--- config.mk ---
export PLATFORM = sky130hd
export DESIGN_NAME = json_escape_to_utf8_core
export DESIGN_NICKNAME = d
export VERILOG_FILES = /design/src/rtl/core/jeu_pkg.sv /design/src/rtl/core/jeu_front.sv /design/src/rtl/core/jeu_queue.sv /design/src/rtl/core/jeu_back.sv /design/src/rtl/core/json_escape_to_utf8_core.sv
export SDC_FILE = /design/constraint.sdc
export NUM_CORES = 1
export LEC_CHECK = 0
export ABC_AREA = 1
export BUFFER_PORTS_ARGS = -buffer_cell sky130_fd_sc_hd__buf_2
export CAP_MARGIN = 20
export CORE_MARGIN = 3
export CORE_UTILIZATION = 30
export DETAILED_ROUTE_END_ITERATION = 7
export HOLD_SLACK_MARGIN = 0.06
export PLACE_DENSITY_LB_ADDON = 0.08
export RECOVER_POWER = 50
export SLEW_MARGIN = 5
export SYNTH_ARGS = -nofsm -noshare
export SYNTH_HDL_FRONTEND = slang
export SYNTH_HIERARCHICAL = 1
export SYNTH_SLANG_ARGS = --single-unit
--- constraint.sdc ---
create_clock -name clk -period 5.1 [get_ports clk]
set_input_delay 0.255 -clock clk [delete_from_list [all_inputs] [get_ports clk]]
set_output_delay 0.255 -clock clk [all_outputs]
set_load 0.03 [all_outputs]
--- src/rtl/core/jeu_pkg.sv ---
// ----------------------------------------------------------------------------
// jeu_pkg
// Shared types and constants for the JSON string unescaper: the group of
// output bytes that one input byte produces, and the character codes.
// ----------------------------------------------------------------------------
package jeu_pkg;

  localparam int unsigned MAX_BYTES = 4;

  // Bytes that one input item yields, in output order, and how many are used.
  typedef struct packed {
    logic [MAX_BYTES-1:0][7:0] bytes;
    logic [2:0]                cnt;
  } grp_t;

  localparam logic [7:0] CH_BSLASH = 8'h5C;
  localparam logic [7:0] CH_ZERO   = 8'h30;
  localparam logic [7:0] CH_NINE   = 8'h39;
  localparam logic [7:0] CH_N      = 8'h6E;
  localparam logic [7:0] CH_R      = 8'h72;
  localparam logic [7:0] CH_T      = 8'h74;
  localparam logic [7:0] CH_U      = 8'h75;
  localparam logic [7:0] CH_LC_A   = 8'h61;
  localparam logic [7:0] CH_LC_F   = 8'h66;
  localparam logic [7:0] CH_UC_A   = 8'h41;
  localparam logic [7:0] CH_UC_F   = 8'h46;

  localparam logic [7:0] CODE_LF   = 8'h0A;
  localparam logic [7:0] CODE_CR   = 8'h0D;
  localparam logic [7:0] CODE_TAB  = 8'h09;

  localparam logic [15:0] HI_SURR_MIN = 16'hD800;
  localparam logic [15:0] HI_SURR_MAX = 16'hDBFF;
  localparam logic [15:0] LO_SURR_MIN = 16'hDC00;
  localparam logic [15:0] LO_SURR_MAX = 16'hDFFF;
  localparam logic [20:0] SUPP_BASE   = 21'h10000;
  localparam logic [15:0] ONE_BYTE_LIM = 16'h0080;
  localparam logic [15:0] TWO_BYTE_LIM = 16'h0800;

  localparam logic [7:0] LEAD4 = 8'b1111_0000;
  localparam logic [7:0] LEAD3 = 8'b1110_0000;
  localparam logic [7:0] LEAD2 = 8'b1100_0000;
  localparam logic [7:0] CONT  = 8'b1000_0000;

  localparam int unsigned HEX_DIGITS = 4;

endpackage

--- src/rtl/core/jeu_front.sv ---
// ----------------------------------------------------------------------------
// jeu_front
// Front end: takes one escaped byte per cycle while accept is high, tracks
// escape state and builds the group of unescaped / UTF-8 bytes it produces.
// ----------------------------------------------------------------------------
module jeu_front (
  input  logic           clk,
  input  logic           rst,
  input  logic           accept,
  input  logic [7:0]     in_byte,
  input  logic           string_end,
  output logic           wr,
  output jeu_pkg::grp_t  wr_grp
);
  import jeu_pkg::*;

  typedef enum logic [1:0] {
    MODE_PLAIN = 2'd0,
    MODE_ESC   = 2'd1,
    MODE_HEX   = 2'd2
  } mode_t;

  mode_t       mode, mode_next;
  logic [2:0]  digit_count, digit_count_next;
  logic [15:0] hex_accum, hex_accum_next;
  logic        hex_halted, hex_halted_next;
  logic [15:0] high_half, high_half_next;

  logic        copy_en;
  logic [7:0]  copy_byte;
  logic        fin;
  logic        dig_ok;
  logic [3:0]  dig;
  logic [15:0] code;
  logic        is_hi, is_lo;
  logic [15:0] high_off;
  logic [20:0] cp;
  grp_t        grp;

  // Hex digit decode, both letter cases.
  always_comb begin
    dig_ok = 1'b1;
    dig    = 4'd0;
    if (in_byte >= CH_ZERO && in_byte <= CH_NINE) begin
      dig = in_byte[3:0];
    end else if (in_byte >= CH_LC_A && in_byte <= CH_LC_F) begin
      dig = 4'(in_byte - CH_LC_A + 8'd10);
    end else if (in_byte >= CH_UC_A && in_byte <= CH_UC_F) begin
      dig = 4'(in_byte - CH_UC_A + 8'd10);
    end else begin
      dig_ok = 1'b0;
    end
  end

  // Value of the code once this byte is counted; a fresh code starts at zero.
  always_comb begin
    code = hex_accum;
    if (mode == MODE_ESC) begin
      code = 16'd0;
    end else if (mode == MODE_HEX && !hex_halted && dig_ok) begin
      code = {hex_accum[11:0], dig};
    end
  end

  always_comb begin
    mode_next        = mode;
    digit_count_next = digit_count;
    hex_accum_next   = hex_accum;
    hex_halted_next  = hex_halted;
    high_half_next   = high_half;
    copy_en          = 1'b0;
    copy_byte        = in_byte;
    fin              = 1'b0;

    unique case (mode)
      MODE_ESC: begin
        mode_next = MODE_PLAIN;
        unique case (in_byte)
          CH_ZERO: ;
          CH_N: begin
            copy_en   = 1'b1;
            copy_byte = CODE_LF;
          end
          CH_R: begin
            copy_en   = 1'b1;
            copy_byte = CODE_CR;
          end
          CH_T: begin
            copy_en   = 1'b1;
            copy_byte = CODE_TAB;
          end
          CH_U: begin
            mode_next        = MODE_HEX;
            digit_count_next = 3'd0;
            hex_accum_next   = 16'd0;
            hex_halted_next  = 1'b0;
          end
          default: copy_en = 1'b1;
        endcase
      end
      MODE_HEX: begin
        // A non-hex byte freezes the value; its slot still counts.
        if (!hex_halted && dig_ok) begin
          hex_accum_next = {hex_accum[11:0], dig};
        end else begin
          hex_halted_next = 1'b1;
        end
        digit_count_next = digit_count + 3'd1;
        if (digit_count_next >= 3'(HEX_DIGITS)) begin
          fin       = 1'b1;
          mode_next = MODE_PLAIN;
        end
      end
      default: begin
        mode_next = MODE_PLAIN;
        if (in_byte == CH_BSLASH) begin
          mode_next = MODE_ESC;
        end else begin
          copy_en = 1'b1;
        end
      end
    endcase

    // Flush a partial code at the end of the string.
    if (string_end && mode_next == MODE_HEX) begin
      fin = 1'b1;
    end

    if (fin && is_hi) begin
      high_half_next = code;
    end

    if (string_end) begin
      mode_next        = MODE_PLAIN;
      digit_count_next = 3'd0;
      hex_accum_next   = 16'd0;
      hex_halted_next  = 1'b0;
      high_half_next   = 16'd0;
    end
  end

  // UTF-8 encode of the finished code.
  assign is_hi    = code >= HI_SURR_MIN && code <= HI_SURR_MAX;
  assign is_lo    = code >= LO_SURR_MIN && code <= LO_SURR_MAX;
  assign high_off = high_half - HI_SURR_MIN;
  assign cp       = SUPP_BASE + {high_off[10:0], 10'd0} + {11'd0, code[9:0]};

  always_comb begin
    grp = '0;
    if (copy_en) begin
      grp.bytes[0] = copy_byte;
      grp.cnt      = 3'd1;
    end else if (fin) begin
      priority if (is_hi) begin
        grp.cnt = 3'd0;
      end else if (is_lo) begin
        grp.bytes[0] = LEAD4 | {5'd0, cp[20:18]};
        grp.bytes[1] = CONT  | {2'd0, cp[17:12]};
        grp.bytes[2] = CONT  | {2'd0, cp[11:6]};
        grp.bytes[3] = CONT  | {2'd0, cp[5:0]};
        grp.cnt      = 3'd4;
      end else if (code < ONE_BYTE_LIM) begin
        grp.bytes[0] = code[7:0];
        grp.cnt      = 3'd1;
      end else if (code < TWO_BYTE_LIM) begin
        grp.bytes[0] = LEAD2 | {3'd0, code[10:6]};
        grp.bytes[1] = CONT  | {2'd0, code[5:0]};
        grp.cnt      = 3'd2;
      end else begin
        grp.bytes[0] = LEAD3 | {4'd0, code[15:12]};
        grp.bytes[1] = CONT  | {2'd0, code[11:6]};
        grp.bytes[2] = CONT  | {2'd0, code[5:0]};
        grp.cnt      = 3'd3;
      end
    end
  end

  assign wr     = accept && (grp.cnt != 3'd0);
  assign wr_grp = grp;

  always_ff @(posedge clk) begin
    if (rst) begin
      mode        <= MODE_PLAIN;
      digit_count <= 3'd0;
      hex_accum   <= 16'd0;
      hex_halted  <= 1'b0;
      high_half   <= 16'd0;
    end else if (accept) begin
      mode        <= mode_next;
      digit_count <= digit_count_next;
      hex_accum   <= hex_accum_next;
      hex_halted  <= hex_halted_next;
      high_half   <= high_half_next;
    end
  end

endmodule

--- src/rtl/core/jeu_queue.sv ---
// ----------------------------------------------------------------------------
// jeu_queue
// Short queue of byte groups between the front end and the output stage.
// ----------------------------------------------------------------------------
module jeu_queue #(
  parameter int unsigned DEPTH = 4
) (
  input  logic           clk,
  input  logic           rst,
  input  logic           wr,
  input  jeu_pkg::grp_t  wr_grp,
  input  logic           rd,
  output logic           full,
  output logic           avail,
  output jeu_pkg::grp_t  head
);
  import jeu_pkg::*;

  localparam int unsigned PW = (DEPTH > 1) ? $clog2(DEPTH) : 1;
  localparam int unsigned CW = $clog2(DEPTH + 1);

  grp_t          mem [DEPTH];
  logic [PW-1:0] wr_ptr, rd_ptr;
  logic [CW-1:0] count;
  logic          do_wr, do_rd;

  assign full  = (count == CW'(DEPTH));
  assign avail = (count != '0);
  assign head  = mem[rd_ptr];
  assign do_wr = wr && !full;
  assign do_rd = rd && avail;

  always_ff @(posedge clk) begin
    if (do_wr) begin
      mem[wr_ptr] <= wr_grp;
    end
  end

  always_ff @(posedge clk) begin
    if (rst) begin
      wr_ptr <= '0;
      rd_ptr <= '0;
      count  <= '0;
    end else begin
      if (do_wr) begin
        wr_ptr <= (wr_ptr == PW'(DEPTH - 1)) ? '0 : wr_ptr + 1'b1;
      end
      if (do_rd) begin
        rd_ptr <= (rd_ptr == PW'(DEPTH - 1)) ? '0 : rd_ptr + 1'b1;
      end
      unique case ({do_wr, do_rd})
        2'b10:   count <= count + 1'b1;
        2'b01:   count <= count - 1'b1;
        default: count <= count;
      endcase
    end
  end

endmodule

--- src/rtl/core/jeu_back.sv ---
// ----------------------------------------------------------------------------
// jeu_back
// Output stage: holds one byte group and hands its bytes out one per pop,
// flagging the last byte of each group.
// ----------------------------------------------------------------------------
module jeu_back (
  input  logic           clk,
  input  logic           rst,
  input  logic           avail,
  input  jeu_pkg::grp_t  head,
  output logic           take,
  input  logic           pop,
  output logic           empty,
  output logic [7:0]     out_byte,
  output logic           run_end
);
  import jeu_pkg::*;

  grp_t       cur;
  logic [1:0] idx;
  logic       cur_valid;
  logic       last;
  logic       adv;

  assign last     = ({1'b0, idx} == (cur.cnt - 3'd1));
  assign adv      = pop && cur_valid;
  assign take     = avail && (!cur_valid || (adv && last));
  assign empty    = !cur_valid;
  assign out_byte = cur.bytes[idx];
  assign run_end  = last;

  always_ff @(posedge clk) begin
    if (take) begin
      cur <= head;
    end
  end

  always_ff @(posedge clk) begin
    if (rst) begin
      cur_valid <= 1'b0;
      idx       <= 2'd0;
    end else if (take) begin
      cur_valid <= 1'b1;
      idx       <= 2'd0;
    end else if (adv) begin
      if (last) begin
        cur_valid <= 1'b0;
        idx       <= 2'd0;
      end else begin
        idx <= idx + 2'd1;
      end
    end
  end

endmodule

--- src/rtl/core/json_escape_to_utf8_core.sv ---
// ----------------------------------------------------------------------------
// json_escape_to_utf8_core
// JSON string unescaper producing UTF-8 bytes.
// ----------------------------------------------------------------------------
// One escaped byte is taken per cycle while full is low; each byte yields zero
// to four output bytes, the last of them marked with run_end. The front end
// decodes the escape state and builds the whole byte group in the cycle the
// byte is accepted; a QUEUE_DEPTH-entry group queue feeds the output register,
// which hands out one byte per cycle while pop is high. The first byte of a
// group passes through the group queue and then the output register before it
// is on the output ports and can be popped. Sustained input rate is one byte
// per cycle as long as the output side drains one byte per cycle for every
// byte produced; full rises only when the queue holds QUEUE_DEPTH pending
// groups.
module json_escape_to_utf8_core #(
  parameter int unsigned QUEUE_DEPTH = 4
) (
  input  logic       clk,
  input  logic       rst,
  input  logic       push,
  output logic       full,
  input  logic [7:0] in_byte,
  input  logic       string_end,
  output logic       empty,
  input  logic       pop,
  output logic [7:0] out_byte,
  output logic       run_end
);
  import jeu_pkg::*;

  logic accept;
  logic q_wr;
  grp_t q_wr_grp;
  logic q_avail;
  grp_t q_head;
  logic q_take;

  assign accept = push && !full;

  jeu_front u_front (
    .clk        (clk),
    .rst        (rst),
    .accept     (accept),
    .in_byte    (in_byte),
    .string_end (string_end),
    .wr         (q_wr),
    .wr_grp     (q_wr_grp)
  );

  jeu_queue #(
    .DEPTH (QUEUE_DEPTH)
  ) u_queue (
    .clk    (clk),
    .rst    (rst),
    .wr     (q_wr),
    .wr_grp (q_wr_grp),
    .rd     (q_take),
    .full   (full),
    .avail  (q_avail),
    .head   (q_head)
  );

  jeu_back u_back (
    .clk      (clk),
    .rst      (rst),
    .avail    (q_avail),
    .head     (q_head),
    .take     (q_take),
    .pop      (pop),
    .empty    (empty),
    .out_byte (out_byte),
    .run_end  (run_end)
  );

  a_no_write_when_full: assert property (@(posedge clk) disable iff (rst)
    full |-> !q_wr)
    else $error("group written while queue full");

  a_group_size: assert property (@(posedge clk) disable iff (rst)
    q_wr |-> (q_wr_grp.cnt != 3'd0 && q_wr_grp.cnt <= 3'(MAX_BYTES)))
    else $error("bad group size");

  a_result_held: assert property (@(posedge clk) disable iff (rst)
    (!empty && !pop) |=> !empty)
    else $error("waiting result lost");

endmodule

==> metrics.md <==
| Metric | Value |
|---|---|
| Placed inst area | 0.0105 mm2 |
| Cell Area, Synth | 0.00998 mm2 |
| Number of synthesis warnings | 6 |
| Largest net degree at the start of global routing | slightly above 70 |
| Max Fclk | 225 MHz |
| First-pass GRT wire length | 40,200 um |
| Overflow after GRT | 0 |
| Via count | 6,864 |
| Vias in the first global route | roughly 6,600 |
| Syn Area/Cell | slightly above 10 um2 |
| Gpl congestion | 0.820 |
| Clk_lat worst skew | 0.54 ns |
| R2R Path Start | u_front/mode[1]$_SDFFE_PP0P_ |
| Lkg Pwr | between 4 and 5 nW |
| Post-synthesis cell type count | 45 |
| Endpoints failing setup | 0 |
| Comb pwr share | approximately 25% |
| Max clock buf depth | 3 |
| Max IR drop VDD | 236 uV |
| Reg2Reg Depth | 16 |
| Sw Ratio | 33.3% |
| Required time of the critical path | 5.25 ns |
| R2R Setup Slk | 0.66 ns |
| WHS Path Cells | 4 |
| # DRC | 0 |
| Crit path arrival time | 4.59 ns |
| Startpoint Class | flop |
| GR Layer Usage met1 | 21.0% |
| Ys async rst share | 0% |
| Antenna Nets Post-Route | 0 |
| Port Buffers | 23 |
| Avg WL per Cell | 17.8 um |
| Clock tree root buffer cell | clkbuf_16 |
| Fin area | 0.0113 mm2 |
| Grt met3 use | 1.92% |
| Initial antenna violation count | 0 |
| Final Max Slew Viols | 75 |
| Hold_sp | string_end |
| Antenna Cells | 0 |
| Measured slew at the worst slew-check pin | 2.21 ns |
| Starting Density | 30.5% |
| Final Hold Viols | 0 |
| Routed WL | 25,900 um |
| Seq pwr share | 42.8% |
| Die area | around 0.035 mm2 |
| Number of gates resized after CTS | 0 |
| HPWL after detailed placement | between 15,000 and 20,000 um |
| Iter 0 DRT Violations | 439 |
| Post-route clock period utilization | 87.1% |
| Row cnt | between 60 and 70 |
| Share of layout cells above drive strength 1 | 9.88% |
| Area delta synth->final | 12.9% |
| Worst Skew | 0.0224 ns |
| Clk pwr share | approximately a third |
| Total clock sinks | 220 |
| Total CTS buffers | 26 |
| PwrDens | 523 mW/mm2 |
| Sequential share of the synthesized area | between 60% and 70% |
| Most used flip-flop cell after synthesis | edfxtp_1 |
| Worst hold path type | input port to flop |
| Failing checks | max-capacitance violations, max-slew violations |
| Reg clk slew, reported paths | 0.06 ns |
| Gr busiest metal | met2 |
| Minimum clock period | 4.44 ns |
| Hold bufs inserted after CTS | 0 |
| Max-slew headroom | -47.0% |
| First-pass DRT Iterations | 5 |
| Nets | 1,021 |
| Post-CTS setup buffers | 0 |
| Mapped Cells | 970 |
| RSZ-0062 raised after global routing | no |
| Crit-path max FO | 35 |
| Int Pwr | 0.00393 W |
| Post-synth EDFFs | 175 |
| TritonCTS clock tree | done |
| CP Capture Type | flop |
| Hold endpoint | u_front/digit_count[2]$_SDFFE_PP0P_ |
| Final Total Pwr | 0.00590 W |
| IO Count | 24 |
| Setup_tns | 0 ns |
| Die X | 188 um |
| Status | finished with violations |
| Max-cap violations | 2 |
| Post-DR vias/cell | 4.72 |
| Total GRT Usage | 14.5% |
| Fill count | 3,380 |
| Core Area | 0.0327 mm2 |
| NetSw | slightly below 0.002 W |
| Grt met2 use | between 20% and 30% |
| Setup CP Type | flop to flop |
| CTS H-tree lvls | 1 |
| Area of the multi-input gates | 0.00316 mm2 |
| Reg2reg end | u_queue/mem[0][12]$_DFFE_PP_ |
| Synthesized flop and latch total | 220 |
| Sequential Area | just over 0.006 mm2 |
| Height of the die | 188 um |
## cell usage after synthesis (all sizes together), types with 2 or more instances
| cell | instances | area share [%] |
|---|---|---|
| clkbuf | 5 | 0.19 |
| edfxtp | 175 | 53 |
| buf | 38 | 2.8 |
| xor2 | 4 | 0.35 |
| o32ai | 2 | 0.18 |
| nand4 | 11 | 0.75 |
| inv | 89 | 3.4 |
| a31oi | 2 | 0.13 |
| a21oi | 32 | 1.6 |
| nor3 | 6 | 0.35 |
| ha | 15 | 1.9 |
| nand3b | 2 | 0.15 |
| dfxtp | 45 | 9.0 |
| nand3 | 54 | 3.5 |
| o21ai | 126 | 6.3 |
| nor2 | 157 | 6.6 |
| o22ai | 54 | 3.4 |
| nand2 | 140 | 5.7 |
| xnor2 | 2 | 0.18 |
## area by class of cell
type / count / area share [%]
inverters: 90 / 3.02
clock buffers: 37 / 6.50
well taps: 442 / 4.91
multi-input cells: 619 / 28.0
flip-flops and latches: 220 / 54.6
repair buffers: 35 / 1.60
clock inverters: 11 / 1.31
## cells in the final DEF (no fill, tap or decap), types with 3 or more instances in the layout
master	netlist	routed
nand3_1	43	47
xor2_1	4	4
nor2_1	146	145
conb_1	1	3
clkbuf_16	0	27
clkbuf_1	5	22
nand4_1	10	11
nand2_1	125	127
a21oi_1	31	32
nor3_1	5	6
dfxtp_1	45	44
o21ai_1	35	13
ha_1	15	15
nor2_4	5	7
edfxtp_1	175	175
o21ai_0	91	113
clkinv_1	1	4
buf_2	15	12
inv_1	79	81
nor2_2	5	4
buf_4	15	9
nand3_2	8	5
o22ai_1	54	54
bufinv_16	0	3
nand2_2	13	11
inv_2	9	7
## stage by stage
step / instances / util, % / hold WS [ns] / setup slack (ns)
after floorplan: 972 / - / 0.324 / 1.01
after global placement: 1406 / 32.1 / 0.454 / 0.546
after detailed placement: 1406 / 32.1 / 0.454 / 0.452
after CTS: 1454 / 34.7 / 0.132 / 0.571
after global routing: 1454 / 34.5 / 0.190 / 0.147
final: 1454 / 34.5 / 0.161 / 0.657
## layer usage
metal	wire length, um	up-vias
li1	-	3418
met1	12500	3286
met2	11800	122
met3	921	38
met4	627	0
met5	0	-
## registers in the layout, indices dropped and copies added (netlist names), named ones only
name,flops
u_queue/wr_ptr,2
u_front/hex_halted,1
u_queue/rd_ptr,2
u_front/digit_count,3
u_back/cur,35
u_front/mode,2
u_back/idx,2
u_front/high_half,11
u_queue/count,3
u_back/cur_valid,1
u_front/hex_accum,16
u_queue/mem,140
## how the worst max path moves through the flow
stage                                 startpoint                       endpoint  slack (ns)  cells after the start
floorplan                             in_byte[0]    u_queue/mem[0][0]$_DFFE_PP_        1.01                     20
global placement                      in_byte[0]  u_queue/count[2]$_SDFFE_PP0P_        0.55                     28
detailed placement                    in_byte[0]  u_queue/count[2]$_SDFFE_PP0P_        0.45                     28
CTS                 u_front/mode[1]$_SDFFE_PP0P_  u_queue/count[2]$_SDFFE_PP0P_        0.57                     24
global route        u_front/mode[1]$_SDFFE_PP0P_  u_queue/count[2]$_SDFFE_PP0P_        0.15                     24
finish              u_front/mode[1]$_SDFFE_PP0P_   u_queue/mem[0][12]$_DFFE_PP_        0.66                     16
## logic make-up after synthesis
group / count (synthesis) / synth area share [%]
simple gates: 373 / 17.2
compound gates: 221 / 12.1
flops: 220 / 61.7
buf+inv: 133 / 6.38
fa+ha+maj: 16 / 2.08
xor+xnor: 6 / 0.527
other cells: 1 / 0.0376
## power by group through the flow
stage,Clock (W),Combinational [W],Sequential (W)
finish,0.00187,0.00150,0.00252
global route,0.00201,0.00169,0.00256
CTS,0.00193,0.00157,0.00252
detailed placement,0,0.00157,0.00256
global placement,0,0.00158,0.00256
floorplan,0,0.00109,0.00250
## critical path, cell delays in order (launching register included)
cell,delay (ns)
dfxtp_1,0.37
ha_1,0.23
inv_1,0.11
nor2_2,0.34
nand2_2,0.33
nand2_1,0.13
nand3_1,0.14
nor2b_1,0.20
nand3_2,0.06
clkbuf_1,0.63
nand4_1,0.21
nand3_1,0.17
nand2_1,0.06
inv_1,0.13
nand2_1,0.26
nor2_4,0.14
buf_4,0.51
Note: power is estimated with default switching activity, not from simulation.
